File: config.mk
export PLATFORM = sky130hd
export DESIGN_NAME = string_escape_to_utf8_decoder_top_flat
export DESIGN_NICKNAME = d
export VERILOG_FILES = /design/src/hdl/seu_pkg.sv /design/src/hdl/seu_in_if.sv /design/src/hdl/seu_out_if.sv /design/src/hdl/seu_decode.sv /design/src/hdl/string_escape_to_utf8_decoder_top.sv /design/src/flat_wrapper.sv
export SDC_FILE = /design/constraint.sdc
export NUM_CORES = 1
export LEC_CHECK = 0
export ABC_AREA = 1
export BUFFER_PORTS_ARGS = -buffer_cell sky130_fd_sc_hd__buf_4
export CAP_MARGIN = 5
export CORE_MARGIN = 2
export CORE_UTILIZATION = 66
export DETAILED_ROUTE_END_ITERATION = 6
export GPL_ROUTABILITY_DRIVEN = 0
export PLACE_DENSITY = 0.83
export SLEW_MARGIN = 20
export SYNTH_ARGS = -nofsm -noshare
export SYNTH_HDL_FRONTEND = slang
export SYNTH_SLANG_ARGS = --single-unit
File: constraint.sdc
create_clock -name i_clk -period 5.35 [get_ports i_clk]
set_clock_uncertainty 0.15 [all_clocks]
set_input_delay 0.2675 -clock i_clk [delete_from_list [all_inputs] [get_ports i_clk]]
set_output_delay 0.2675 -clock i_clk [all_outputs]
set_load 0.02 [all_outputs]
File: src/hdl/seu_pkg.sv
// Package for the string escape to UTF-8 decoder.
// Holds decode phase, status and character codes, the state and group types, and hex lookup.
// No dependencies.
package seu_pkg;

    // decode phases
    localparam logic [1:0] PH_PLAIN  = 2'd0;
    localparam logic [1:0] PH_SELECT = 2'd1;
    localparam logic [1:0] PH_HEX    = 2'd2;
    localparam logic [1:0] PH_UNI    = 2'd3;

    // final status codes
    localparam logic [1:0] ST_OK     = 2'd0;
    localparam logic [1:0] ST_UNTERM = 2'd1;
    localparam logic [1:0] ST_BADESC = 2'd2;
    localparam logic [1:0] ST_BADUNI = 2'd3;

    // source characters
    localparam logic [7:0] CH_QUOTE = 8'h22;
    localparam logic [7:0] CH_BSLASH = 8'h5C;
    localparam logic [7:0] CH_N = 8'h6E;
    localparam logic [7:0] CH_R = 8'h72;
    localparam logic [7:0] CH_T = 8'h74;
    localparam logic [7:0] CH_ZERO = 8'h30;
    localparam logic [7:0] CH_X = 8'h78;
    localparam logic [7:0] CH_LOW_U = 8'h75;
    localparam logic [7:0] CH_UP_U = 8'h55;

    // emitted control bytes
    localparam logic [7:0] BY_LF = 8'h0A;
    localparam logic [7:0] BY_CR = 8'h0D;
    localparam logic [7:0] BY_TAB = 8'h09;
    localparam logic [7:0] BY_NUL = 8'h00;

    localparam logic [31:0] CP_SURR_LO = 32'h0000_D800;
    localparam logic [31:0] CP_SURR_HI = 32'h0000_DFFF;
    localparam logic [31:0] CP_MAX = 32'h0010_FFFF;
    localparam logic [31:0] CP_1BYTE = 32'h0000_007F;
    localparam logic [31:0] CP_2BYTE = 32'h0000_07FF;
    localparam logic [31:0] CP_3BYTE = 32'h0000_FFFF;

    localparam logic [15:0] LEN_MAX = 16'hFFFF;

    typedef struct packed {
        logic        skip;
        logic [1:0]  phase;
        logic [3:0]  digits;
        logic [31:0] accum;
        logic [1:0]  err;
    } t_dec_state;

    // results caused by one source byte: up to four data bytes or one final item
    typedef struct packed {
        logic [3:0][7:0] bytes;
        logic [1:0]      last;
        logic            any;
        logic            fin;
        logic [1:0]      status;
        logic [15:0]     length;
    } t_group;

    // returns {valid, value}
    function automatic logic [4:0] f_hex(input logic [7:0] b);
        logic [4:0] r;
        r = 5'd0;
        if (b >= 8'h30 && b <= 8'h39) begin
            r = {1'b1, 4'(b - 8'h30)};
        end else if (b >= 8'h61 && b <= 8'h66) begin
            r = {1'b1, 4'(b - 8'h57)};
        end else if (b >= 8'h41 && b <= 8'h46) begin
            r = {1'b1, 4'(b - 8'h37)};
        end
        return r;
    endfunction

endpackage

File: src/hdl/seu_in_if.sv
// Source byte channel of the string escape decoder.
// Uses nothing outside this file.
interface seu_in_if;
    logic       valid;
    logic       ready;
    logic [7:0] in_byte;
    logic       source_end;

    modport source (output valid, output in_byte, output source_end, input ready);
    modport sink (input valid, input in_byte, input source_end, output ready);
endinterface

File: src/hdl/seu_out_if.sv
// Result channel of the string escape decoder: data bytes and the final status item.
// Uses nothing outside this file.
interface seu_out_if;
    logic        valid;
    logic        ready;
    logic [7:0]  out_byte;
    logic        end_of_literal;
    logic [1:0]  status;
    logic [15:0] decoded_length;

    modport source (output valid, output out_byte, output end_of_literal, output status,
                    output decoded_length, input ready);
    modport sink (input valid, input out_byte, input end_of_literal, input status,
                  input decoded_length, output ready);
endinterface

File: src/hdl/seu_decode.sv
// Single-pass decode of one source byte: next scan state, length and result group.
// Depends on seu_pkg.
module seu_decode
    import seu_pkg::*;
#(
    parameter int LENGTH_BITS = 16
) (
    input  logic [7:0]             i_byte,
    input  logic                   i_end,
    input  t_dec_state             i_state,
    input  logic [LENGTH_BITS-1:0] i_count,
    output t_dec_state             o_state,
    output logic [LENGTH_BITS-1:0] o_count,
    output t_group                 o_grp
);

    localparam int SW = LENGTH_BITS + 1;

    logic [4:0]       hex;
    logic [31:0]      cp;
    logic [3:0]       digits_dec;
    logic [2:0]       nbytes;
    logic [SW-1:0]    sum;
    logic [31:0]      count_ext;
    logic [1:0]       fin_status;

    assign hex = f_hex(i_byte);
    assign cp = {i_state.accum[27:0], hex[3:0]};
    assign digits_dec = i_state.digits - 4'd1;
    assign count_ext = 32'(i_count);
    assign sum = {1'b0, i_count} + SW'(nbytes);
    assign o_count = (o_grp.fin) ? '0 : (sum[LENGTH_BITS] ? '1 : sum[LENGTH_BITS-1:0]);

    always_comb begin
        o_state = i_state;
        nbytes = 3'd0;
        fin_status = ST_OK;
        o_grp = '0;
        o_grp.length = (count_ext > 32'(LEN_MAX)) ? LEN_MAX : count_ext[15:0];

        if (i_end) begin
            o_grp.fin = 1'b1;
            fin_status = ST_UNTERM;
            o_state = '0;
        end else if (!i_state.skip && i_byte == CH_QUOTE) begin
            o_grp.fin = 1'b1;
            fin_status = i_state.err;
            // digits still pending at the closing quote
            if (i_state.err == ST_OK && i_state.phase != PH_PLAIN) begin
                fin_status = ST_BADESC;
            end
            o_state = '0;
        end else begin
            o_state.skip = !i_state.skip && i_byte == CH_BSLASH;
            if (i_state.err == ST_OK) begin
                unique case (i_state.phase) inside
                    PH_PLAIN: begin
                        if (i_byte == CH_BSLASH) begin
                            o_state.phase = PH_SELECT;
                        end else begin
                            o_grp.bytes[0] = i_byte;
                            nbytes = 3'd1;
                        end
                    end
                    PH_SELECT: begin
                        o_state.phase = PH_PLAIN;
                        nbytes = 3'd1;
                        case (i_byte)
                            CH_N:      o_grp.bytes[0] = BY_LF;
                            CH_R:      o_grp.bytes[0] = BY_CR;
                            CH_T:      o_grp.bytes[0] = BY_TAB;
                            CH_BSLASH: o_grp.bytes[0] = CH_BSLASH;
                            CH_QUOTE:  o_grp.bytes[0] = CH_QUOTE;
                            CH_ZERO:   o_grp.bytes[0] = BY_NUL;
                            CH_X: begin
                                nbytes = 3'd0;
                                o_state.phase = PH_HEX;
                                o_state.digits = 4'd2;
                                o_state.accum = '0;
                            end
                            CH_LOW_U: begin
                                nbytes = 3'd0;
                                o_state.phase = PH_UNI;
                                o_state.digits = 4'd4;
                                o_state.accum = '0;
                            end
                            CH_UP_U: begin
                                nbytes = 3'd0;
                                o_state.phase = PH_UNI;
                                o_state.digits = 4'd8;
                                o_state.accum = '0;
                            end
                            default: begin
                                nbytes = 3'd0;
                                o_state.err = ST_BADESC;
                            end
                        endcase
                    end
                    PH_HEX, PH_UNI: begin
                        if (!hex[4] || i_state.digits == 4'd0) begin
                            o_state.err = ST_BADESC;
                            o_state.phase = PH_PLAIN;
                            o_state.digits = 4'd0;
                            o_state.accum = '0;
                        end else if (digits_dec != 4'd0) begin
                            o_state.accum = cp;
                            o_state.digits = digits_dec;
                        end else begin
                            o_state.digits = 4'd0;
                            o_state.phase = PH_PLAIN;
                            o_state.accum = '0;
                            if (i_state.phase == PH_HEX) begin
                                o_grp.bytes[0] = cp[7:0];
                                nbytes = 3'd1;
                            end else if ((cp >= CP_SURR_LO && cp <= CP_SURR_HI) ||
                                         cp > CP_MAX) begin
                                o_state.err = ST_BADUNI;
                            end else if (cp <= CP_1BYTE) begin
                                o_grp.bytes[0] = cp[7:0];
                                nbytes = 3'd1;
                            end else if (cp <= CP_2BYTE) begin
                                o_grp.bytes[0] = {3'b110, cp[10:6]};
                                o_grp.bytes[1] = {2'b10, cp[5:0]};
                                nbytes = 3'd2;
                            end else if (cp <= CP_3BYTE) begin
                                o_grp.bytes[0] = {4'b1110, cp[15:12]};
                                o_grp.bytes[1] = {2'b10, cp[11:6]};
                                o_grp.bytes[2] = {2'b10, cp[5:0]};
                                nbytes = 3'd3;
                            end else begin
                                o_grp.bytes[0] = {5'b11110, cp[20:18]};
                                o_grp.bytes[1] = {2'b10, cp[17:12]};
                                o_grp.bytes[2] = {2'b10, cp[11:6]};
                                o_grp.bytes[3] = {2'b10, cp[5:0]};
                                nbytes = 3'd4;
                            end
                        end
                    end
                    default: o_state = i_state;
                endcase
            end
        end

        o_grp.status = fin_status;
        if (!o_grp.fin) begin
            o_grp.length = '0;
        end
        o_grp.any = o_grp.fin || nbytes != 3'd0;
        o_grp.last = (nbytes == 3'd0) ? 2'd0 : 2'(nbytes - 3'd1);
    end

endmodule

File: src/hdl/string_escape_to_utf8_decoder_top.sv
// Top level of the string escape to UTF-8 decoder: input register, decode, result group register.
// Depends on seu_pkg, seu_in_if, seu_out_if and seu_decode.
//
//  channel  | dir | payload                                            | handshake
//  i_in     | in  | in_byte[7:0], source_end                           | valid/ready
//  o_out    | out | out_byte[7:0], end_of_literal, status[1:0],        | valid/ready
//           |     | decoded_length[15:0]                               |
//
// One source byte is taken per cycle while o_out is ready and no byte yields more than one result;
// a byte that decodes to k results (k up to 4 for a four-byte UTF-8 sequence) holds the result
// register until all k are taken. A byte passes the input register, then its results the result register.
// Reset (synchronous, active low) clears the scan state, length and both valid flags.
// A stall on o_out fills the one-entry input register, then drops i_in.ready.
module string_escape_to_utf8_decoder_top
    import seu_pkg::*;
#(
    parameter int LENGTH_BITS = 16
) (
    input  logic     i_clk,
    input  logic     i_rst_n,
    seu_in_if.sink   i_in,
    seu_out_if.source o_out
);

    logic                   r_in_valid;
    logic [7:0]             r_in_byte;
    logic                   r_in_end;
    t_dec_state             r_state;
    t_dec_state             n_state;
    logic [LENGTH_BITS-1:0] r_count;
    logic [LENGTH_BITS-1:0] n_count;
    logic                   r_grp_valid;
    t_group                 r_grp;
    t_group                 n_grp;
    logic [1:0]             r_idx;
    logic                   take;
    logic                   last_take;
    logic                   move;

    seu_decode #(
        .LENGTH_BITS(LENGTH_BITS)
    ) u_decode (
        .i_byte (r_in_byte),
        .i_end  (r_in_end),
        .i_state(r_state),
        .i_count(r_count),
        .o_state(n_state),
        .o_count(n_count),
        .o_grp  (n_grp)
    );

    assign take = r_grp_valid && o_out.ready;
    assign last_take = take && r_idx == r_grp.last;
    assign move = r_in_valid && (!r_grp_valid || last_take);
    assign i_in.ready = !r_in_valid || move;

    assign o_out.valid = r_grp_valid;
    assign o_out.out_byte = r_grp.fin ? 8'h00 : r_grp.bytes[r_idx];
    assign o_out.end_of_literal = r_grp.fin;
    assign o_out.status = r_grp.status;
    assign o_out.decoded_length = r_grp.length;

    always_ff @(posedge i_clk) begin
        if (!i_rst_n) begin
            r_in_valid <= 1'b0;
            r_state <= '0;
            r_count <= '0;
            r_grp_valid <= 1'b0;
            r_idx <= 2'd0;
        end else begin
            if (i_in.valid && i_in.ready) begin
                r_in_valid <= 1'b1;
            end else if (move) begin
                r_in_valid <= 1'b0;
            end

            if (move) begin
                r_state <= n_state;
                r_count <= n_count;
                r_grp_valid <= n_grp.any;
                r_idx <= 2'd0;
            end else if (last_take) begin
                r_grp_valid <= 1'b0;
            end else if (take) begin
                r_idx <= r_idx + 2'd1;
            end
        end
    end

    always_ff @(posedge i_clk) begin
        if (i_in.valid && i_in.ready) begin
            r_in_byte <= i_in.in_byte;
            r_in_end <= i_in.source_end;
        end
        if (move) begin
            r_grp <= n_grp;
        end
    end

`ifndef SYNTHESIS
    a_idx_in_group: assert property (@(posedge i_clk) disable iff (!i_rst_n)
        r_grp_valid |-> r_idx <= r_grp.last)
        else $error("result index past end of group");

    a_final_single: assert property (@(posedge i_clk) disable iff (!i_rst_n)
        (r_grp_valid && r_grp.fin) |-> r_grp.last == 2'd0)
        else $error("final item grouped with data");

    a_clear_after_final: assert property (@(posedge i_clk) disable iff (!i_rst_n)
        (move && n_grp.fin) |=> (r_count == '0 && r_state.phase == PH_PLAIN &&
                                 r_state.err == ST_OK && !r_state.skip))
        else $error("scan state not cleared after final item");

    a_hold_group: assert property (@(posedge i_clk) disable iff (!i_rst_n)
        (r_grp_valid && !o_out.ready) |=> (r_grp_valid && $stable(r_idx)))
        else $error("result group lost while stalled");
`endif

endmodule
File: src/flat_wrapper.sv
// flat-port wrapper written by rule: the top's interface ports become plain ports
module string_escape_to_utf8_decoder_top_flat import seu_pkg::*;
#(
    parameter int LENGTH_BITS = 16
)
  (i_clk, i_rst_n, i_in_valid, i_in_in_byte, i_in_source_end, i_in_ready, o_out_valid, o_out_out_byte, o_out_end_of_literal, o_out_status, o_out_decoded_length, o_out_ready);
  seu_in_if i_in_i ();
  seu_out_if o_out_i ();
  input  logic i_clk;
  input  logic i_rst_n;
  input wire logic [$bits(i_in_i.valid)-1:0] i_in_valid;
  input wire logic [$bits(i_in_i.in_byte)-1:0] i_in_in_byte;
  input wire logic [$bits(i_in_i.source_end)-1:0] i_in_source_end;
  output wire logic [$bits(i_in_i.ready)-1:0] i_in_ready;
  output wire logic [$bits(o_out_i.valid)-1:0] o_out_valid;
  output wire logic [$bits(o_out_i.out_byte)-1:0] o_out_out_byte;
  output wire logic [$bits(o_out_i.end_of_literal)-1:0] o_out_end_of_literal;
  output wire logic [$bits(o_out_i.status)-1:0] o_out_status;
  output wire logic [$bits(o_out_i.decoded_length)-1:0] o_out_decoded_length;
  input wire logic [$bits(o_out_i.ready)-1:0] o_out_ready;
  assign i_in_i.valid = i_in_valid;
  assign i_in_i.in_byte = i_in_in_byte;
  assign i_in_i.source_end = i_in_source_end;
  assign i_in_ready = i_in_i.ready;
  assign o_out_valid = o_out_i.valid;
  assign o_out_out_byte = o_out_i.out_byte;
  assign o_out_end_of_literal = o_out_i.end_of_literal;
  assign o_out_status = o_out_i.status;
  assign o_out_decoded_length = o_out_i.decoded_length;
  assign o_out_i.ready = o_out_ready;
  string_escape_to_utf8_decoder_top #(.LENGTH_BITS(LENGTH_BITS)) u_core (.i_clk(i_clk), .i_rst_n(i_rst_n), .i_in(i_in_i), .o_out(o_out_i));
endmodule
==> metrics.log <==
[metrics] run status: finished clean
[metrics] maximum buffer depth of the clock tree: 2
[metrics] crit share post-route: 89.5%
[metrics] fraction of final layout cells sized beyond drive strength 1: 15.5%
[metrics] Post-Place Cells: 948
[metrics] WP data arrival: 5070 ps
[metrics] biggest area contributors in the synthesized netlist: sky130_fd_sc_hd__edfxtp_1 28%, sky130_fd_sc_hd__dfxtp_1 18%, sky130_fd_sc_hd__nand2_1 10%
[metrics] most common cell after layout, fill and taps aside: sky130_fd_sc_hd__nand2_1
[metrics] worst slack after detailed placement: 927 ps
[metrics] RSZ-0062 raised after global routing: false
[metrics] Switching Power: 0.000554 W
[metrics] number of global-route vias before repair: 5,371
[metrics] final standard cell utilization of the core: 79.0%
[metrics] level count of the clock H-tree: 4
[metrics] count of different cell masters after synthesis: 43
[metrics] starting DRC count in detailed routing: 693
[metrics] library cell occupying the most area in the post-synthesis netlist: sky130_fd_sc_hd__edfxtp_1
[metrics] number of cells in the finished layout apart from fillers: 992
[metrics] Post-synth EDFFs: 59
[metrics] final number of setup-violating endpoints: 0
[metrics] Final Cell Area: 7330 um2
[metrics] maximum number of pins on one net before global-route repair: 54
[metrics] setup TNS: 0 ps
[metrics] cts-stage hold buffer count: 12
[metrics] global-route wire length before repair: 25,000 um
[metrics] flop and latch count out of synthesis: 116
[metrics] clock share of power: 51.8%
[metrics] internal power: 0.00183 W
[metrics] count of final max-slew check failures: 0
[metrics] capturing point of the worst reg2reg path: u_core.r_count[2]$_SDFFE_PN0P_
[metrics] portion of synthesized cell area occupied by the leading cell type: 27.9%
[metrics] Antenna Cells: 0
[metrics] critical path type: reg2reg
[metrics] remaining antenna violation count after routing: 0
[metrics] cell area after synthesis: 6350 um2
[metrics] final routed wire length divided by cell count: 15.8 um
[metrics] count of input and output buffers: 41
[metrics] detailed-route wire length: 15,600 um
[metrics] CTS tree: done
[metrics] buffers inserted by post-CTS timing repair: 0
[metrics] synthesis-to-finish area growth: 15.4%
[metrics] final hold violations: 0
[metrics] horizontal extent of the die: 102 um
[metrics] Achievable Freq: 0.209 GHz
[metrics] share of async-settable or async-resettable flops after synthesis: 0%
[metrics] leakage power of the design: 2.91 nW
[metrics] clock input transition at the sequential cells of the worst setup and hold paths: 60 ps
[metrics] Comb pwr share: 6.9%
[metrics] HP Class: in2reg
[metrics] commonest cells after routing, fill and taps aside: 174 x sky130_fd_sc_hd__nand2_1, 113 x sky130_fd_sc_hd__nor2_1, 89 x sky130_fd_sc_hd__inv_1
[metrics] Worst Slack Setup Final: 563 ps
[metrics] WP data required: 5640 ps
[metrics] top_reg_cell synth: sky130_fd_sc_hd__edfxtp_1
[metrics] Worst Hold Path Cells: 2
[metrics] actual transition at the worst max-transition pin: 965 ps
[metrics] Yosys warning count: 0
[metrics] minimum clock period after layout: 4790 ps
[metrics] Maximum Capacitance Violations: 0
[metrics] Starting Density: 68.4%
[metrics] vias per cell: 5.83
[metrics] io pins: 42
[metrics] post-synthesis instance total: 815
[metrics] half-perimeter wire length after placement: 10,300 um
[metrics] largest fanout on the critical path: 17
[metrics] worst reg-to-reg path cell count: 23
[metrics] Die Y: 102 um
[metrics] DR pass1 iterations: 6
[metrics] Post-Syn Nets: 839
[metrics] DRC: 0
[metrics] Critical R2R Launch: u_core.r_state[16]$_SDFFE_PN0P_
[metrics] highest ir drop seen on vdd: 0.000231 V
[metrics] global-route usage over all layers: 30.8%
[metrics] Die Area: 10,400 um2
[metrics] number of sinks handled by clock tree synthesis: 116
[metrics] sequential power share: 41.3%
[metrics] via total after detailed routing: 5,780
[metrics] clock root buffer master: sky130_fd_sc_hd__clkbuf_8
[metrics] number of placement rows: 35
[metrics] area post-placement: 6570 um2
[metrics] later-pin clock latency in the skew report: 520 ps
[metrics] Avg Inst Size Synth: 7.79 um2
[metrics] initial antenna violation count: 0
[metrics] NumNets Final: 874
[metrics] filler cell count in the final layout: 621
[metrics] kind of start point of the critical path: flip-flop
[metrics] startpoint of the tightest hold check path: i_in_in_byte[0]
[metrics] type of element capturing the critical path: flip-flop
[metrics] Max transition margin: 35.3%
[metrics] sequential-to-total area share from yosys stat: 45.9%
[metrics] Hold Path End: u_core.r_in_byte[0]$_DFFE_PP_
[metrics] Reg2Reg Setup Slack: 560 ps
[metrics] area of the core: 9280 um2
[metrics] CTS buffer count: 17
[metrics] post-cts resize count: 0
[metrics] pwr/cell area: 325 nW/um2
[metrics] total gr overflow: 0
[metrics] Switching Fraction: 23.3%
power groups by stage:
stage	Clock, W	Combinational (W)	Sequential [W]
finish	0.00123	0.000164	0.000983
floorplan	0	0.000110	0.000995
global placement	0	0.000148	0.00100
CTS	0.00124	0.000160	0.000983
global route	0.00127	0.000178	0.000986
detailed placement	0	0.000151	0.00100
synthesized netlist by cell type (7+ instances only):
master / instances
sky130_fd_sc_hd__o21ai_0: 53
sky130_fd_sc_hd__clkbuf_1: 7
sky130_fd_sc_hd__ha_1: 10
sky130_fd_sc_hd__buf_4: 21
sky130_fd_sc_hd__dfxtp_1: 57
sky130_fd_sc_hd__nand4_1: 12
sky130_fd_sc_hd__edfxtp_1: 59
sky130_fd_sc_hd__inv_1: 89
sky130_fd_sc_hd__nor2_1: 113
sky130_fd_sc_hd__nand2_1: 174
sky130_fd_sc_hd__nor3_1: 7
sky130_fd_sc_hd__inv_2: 9
sky130_fd_sc_hd__nand2_2: 21
sky130_fd_sc_hd__a21oi_2: 10
sky130_fd_sc_hd__nand3_1: 46
sky130_fd_sc_hd__a21oi_1: 65
metal layers:
layer | vias up | GRT usage, % | part of all wire, %
li1 | 2733 | - | -
met2 | 357 | 50.7 | 48
met3 | 53 | 6.63 | 8.4
met4 | 0 | 12.9 | 2.6
met1 | 2637 | 39.5 | 41
met5 | - | 0 | 0
state kept, by name (all words and copies together), names as in the netlist:
signal and flops:
u_core.o_out.decoded_length 16, u_core.o_out.end_of_literal 1, u_core.o_out.status 2, u_core.o_out.valid 1
u_core.r_count 16, u_core.r_grp 31, u_core.r_idx 2, u_core.r_in_byte 8
u_core.r_in_end 1, u_core.r_in_valid 1, u_core.r_state 37
how the worst max path moves through the flow:
stage,startpoint,end,slack [ps],cells after the start
4_1_cts,u_core.r_state[16]$_SDFFE_PN0P_,u_core.r_count[2]$_SDFFE_PN0P_,750,23
5_1_grt,u_core.r_state[24]$_SDFFE_PN0P_,u_core.r_count[2]$_SDFFE_PN0P_,210,23
3_5_place_dp,u_core.r_in_byte[0]$_DFFE_PP_,u_core.r_count[2]$_SDFFE_PN0P_,930,24
6_report,u_core.r_state[16]$_SDFFE_PN0P_,u_core.r_count[2]$_SDFFE_PN0P_,560,23
3_3_place_gp,u_core.r_in_byte[0]$_DFFE_PP_,u_core.r_count[14]$_SDFFE_PN0P_,1190,24
2_1_floorplan,u_core.r_in_byte[0]$_DFFE_PP_,u_core.r_count[7]$_SDFFE_PN0P_,1680,25
area by class of cell:
| type | instances | area (um2) | share of cell area (%) |
|---|---|---|---|
| Sequential cell | 116 | 2910 | 39.7 |
| Multi-Input combinational cell | 557 | 2780 | 37.9 |
| Timing Repair Buffer | 55 | 443 | 6.04 |
| Clock buffer | 18 | 418 | 5.70 |
| Inverter | 103 | 393 | 5.36 |
| Clock inverter | 14 | 226 | 3.09 |
| Tap cell | 129 | 161 | 2.20 |
metrics by stage:
| step | hold slack [ps] | power [W] |
|---|---|---|
| finish | 313 | 0.00238 |
| global route | 323 | 0.00243 |
| CTS | 301 | 0.00238 |
| detailed placement | 297 | 0.00115 |
| global placement | 296 | 0.00115 |
| floorplan | 215 | 0.00111 |
cells by family after synthesis:
kind of cell / after synthesis / synth area share [%]
AOI/OAI and AO/OA: 147 / 12.8
DFF: 116 / 45.9
buffers and inverters: 142 / 10.4
adders and majority gates: 11 / 2.29
xor gates and xnor gates: 5 / 0.689
and+or+nand+nor: 394 / 28.0
critical path: stages (launching register included):
cell,delay (ps)
sky130_fd_sc_hd__dfxtp_1,340
sky130_fd_sc_hd__nor2_1,150
sky130_fd_sc_hd__nand3_1,110
sky130_fd_sc_hd__nor2_1,140
sky130_fd_sc_hd__nand2_1,340
sky130_fd_sc_hd__inv_2,380
sky130_fd_sc_hd__nand2_1,130
sky130_fd_sc_hd__nand2_2,170
sky130_fd_sc_hd__inv_1,140
sky130_fd_sc_hd__nand2_1,110
sky130_fd_sc_hd__nand2_1,60
sky130_fd_sc_hd__a21oi_1,220
sky130_fd_sc_hd__ha_1,240
sky130_fd_sc_hd__fa_1,220
sky130_fd_sc_hd__nand2_1,100
sky130_fd_sc_hd__nand2_1,90
sky130_fd_sc_hd__nand3_1,100
sky130_fd_sc_hd__nor3_1,320
sky130_fd_sc_hd__nand3_1,240
sky130_fd_sc_hd__nor2_4,190
sky130_fd_sc_hd__nand3_2,290
sky130_fd_sc_hd__o21ai_0,240
sky130_fd_sc_hd__nand2_1,120
sky130_fd_sc_hd__o21ai_0,130
Note: power is estimated with default switching activity, not from simulation.
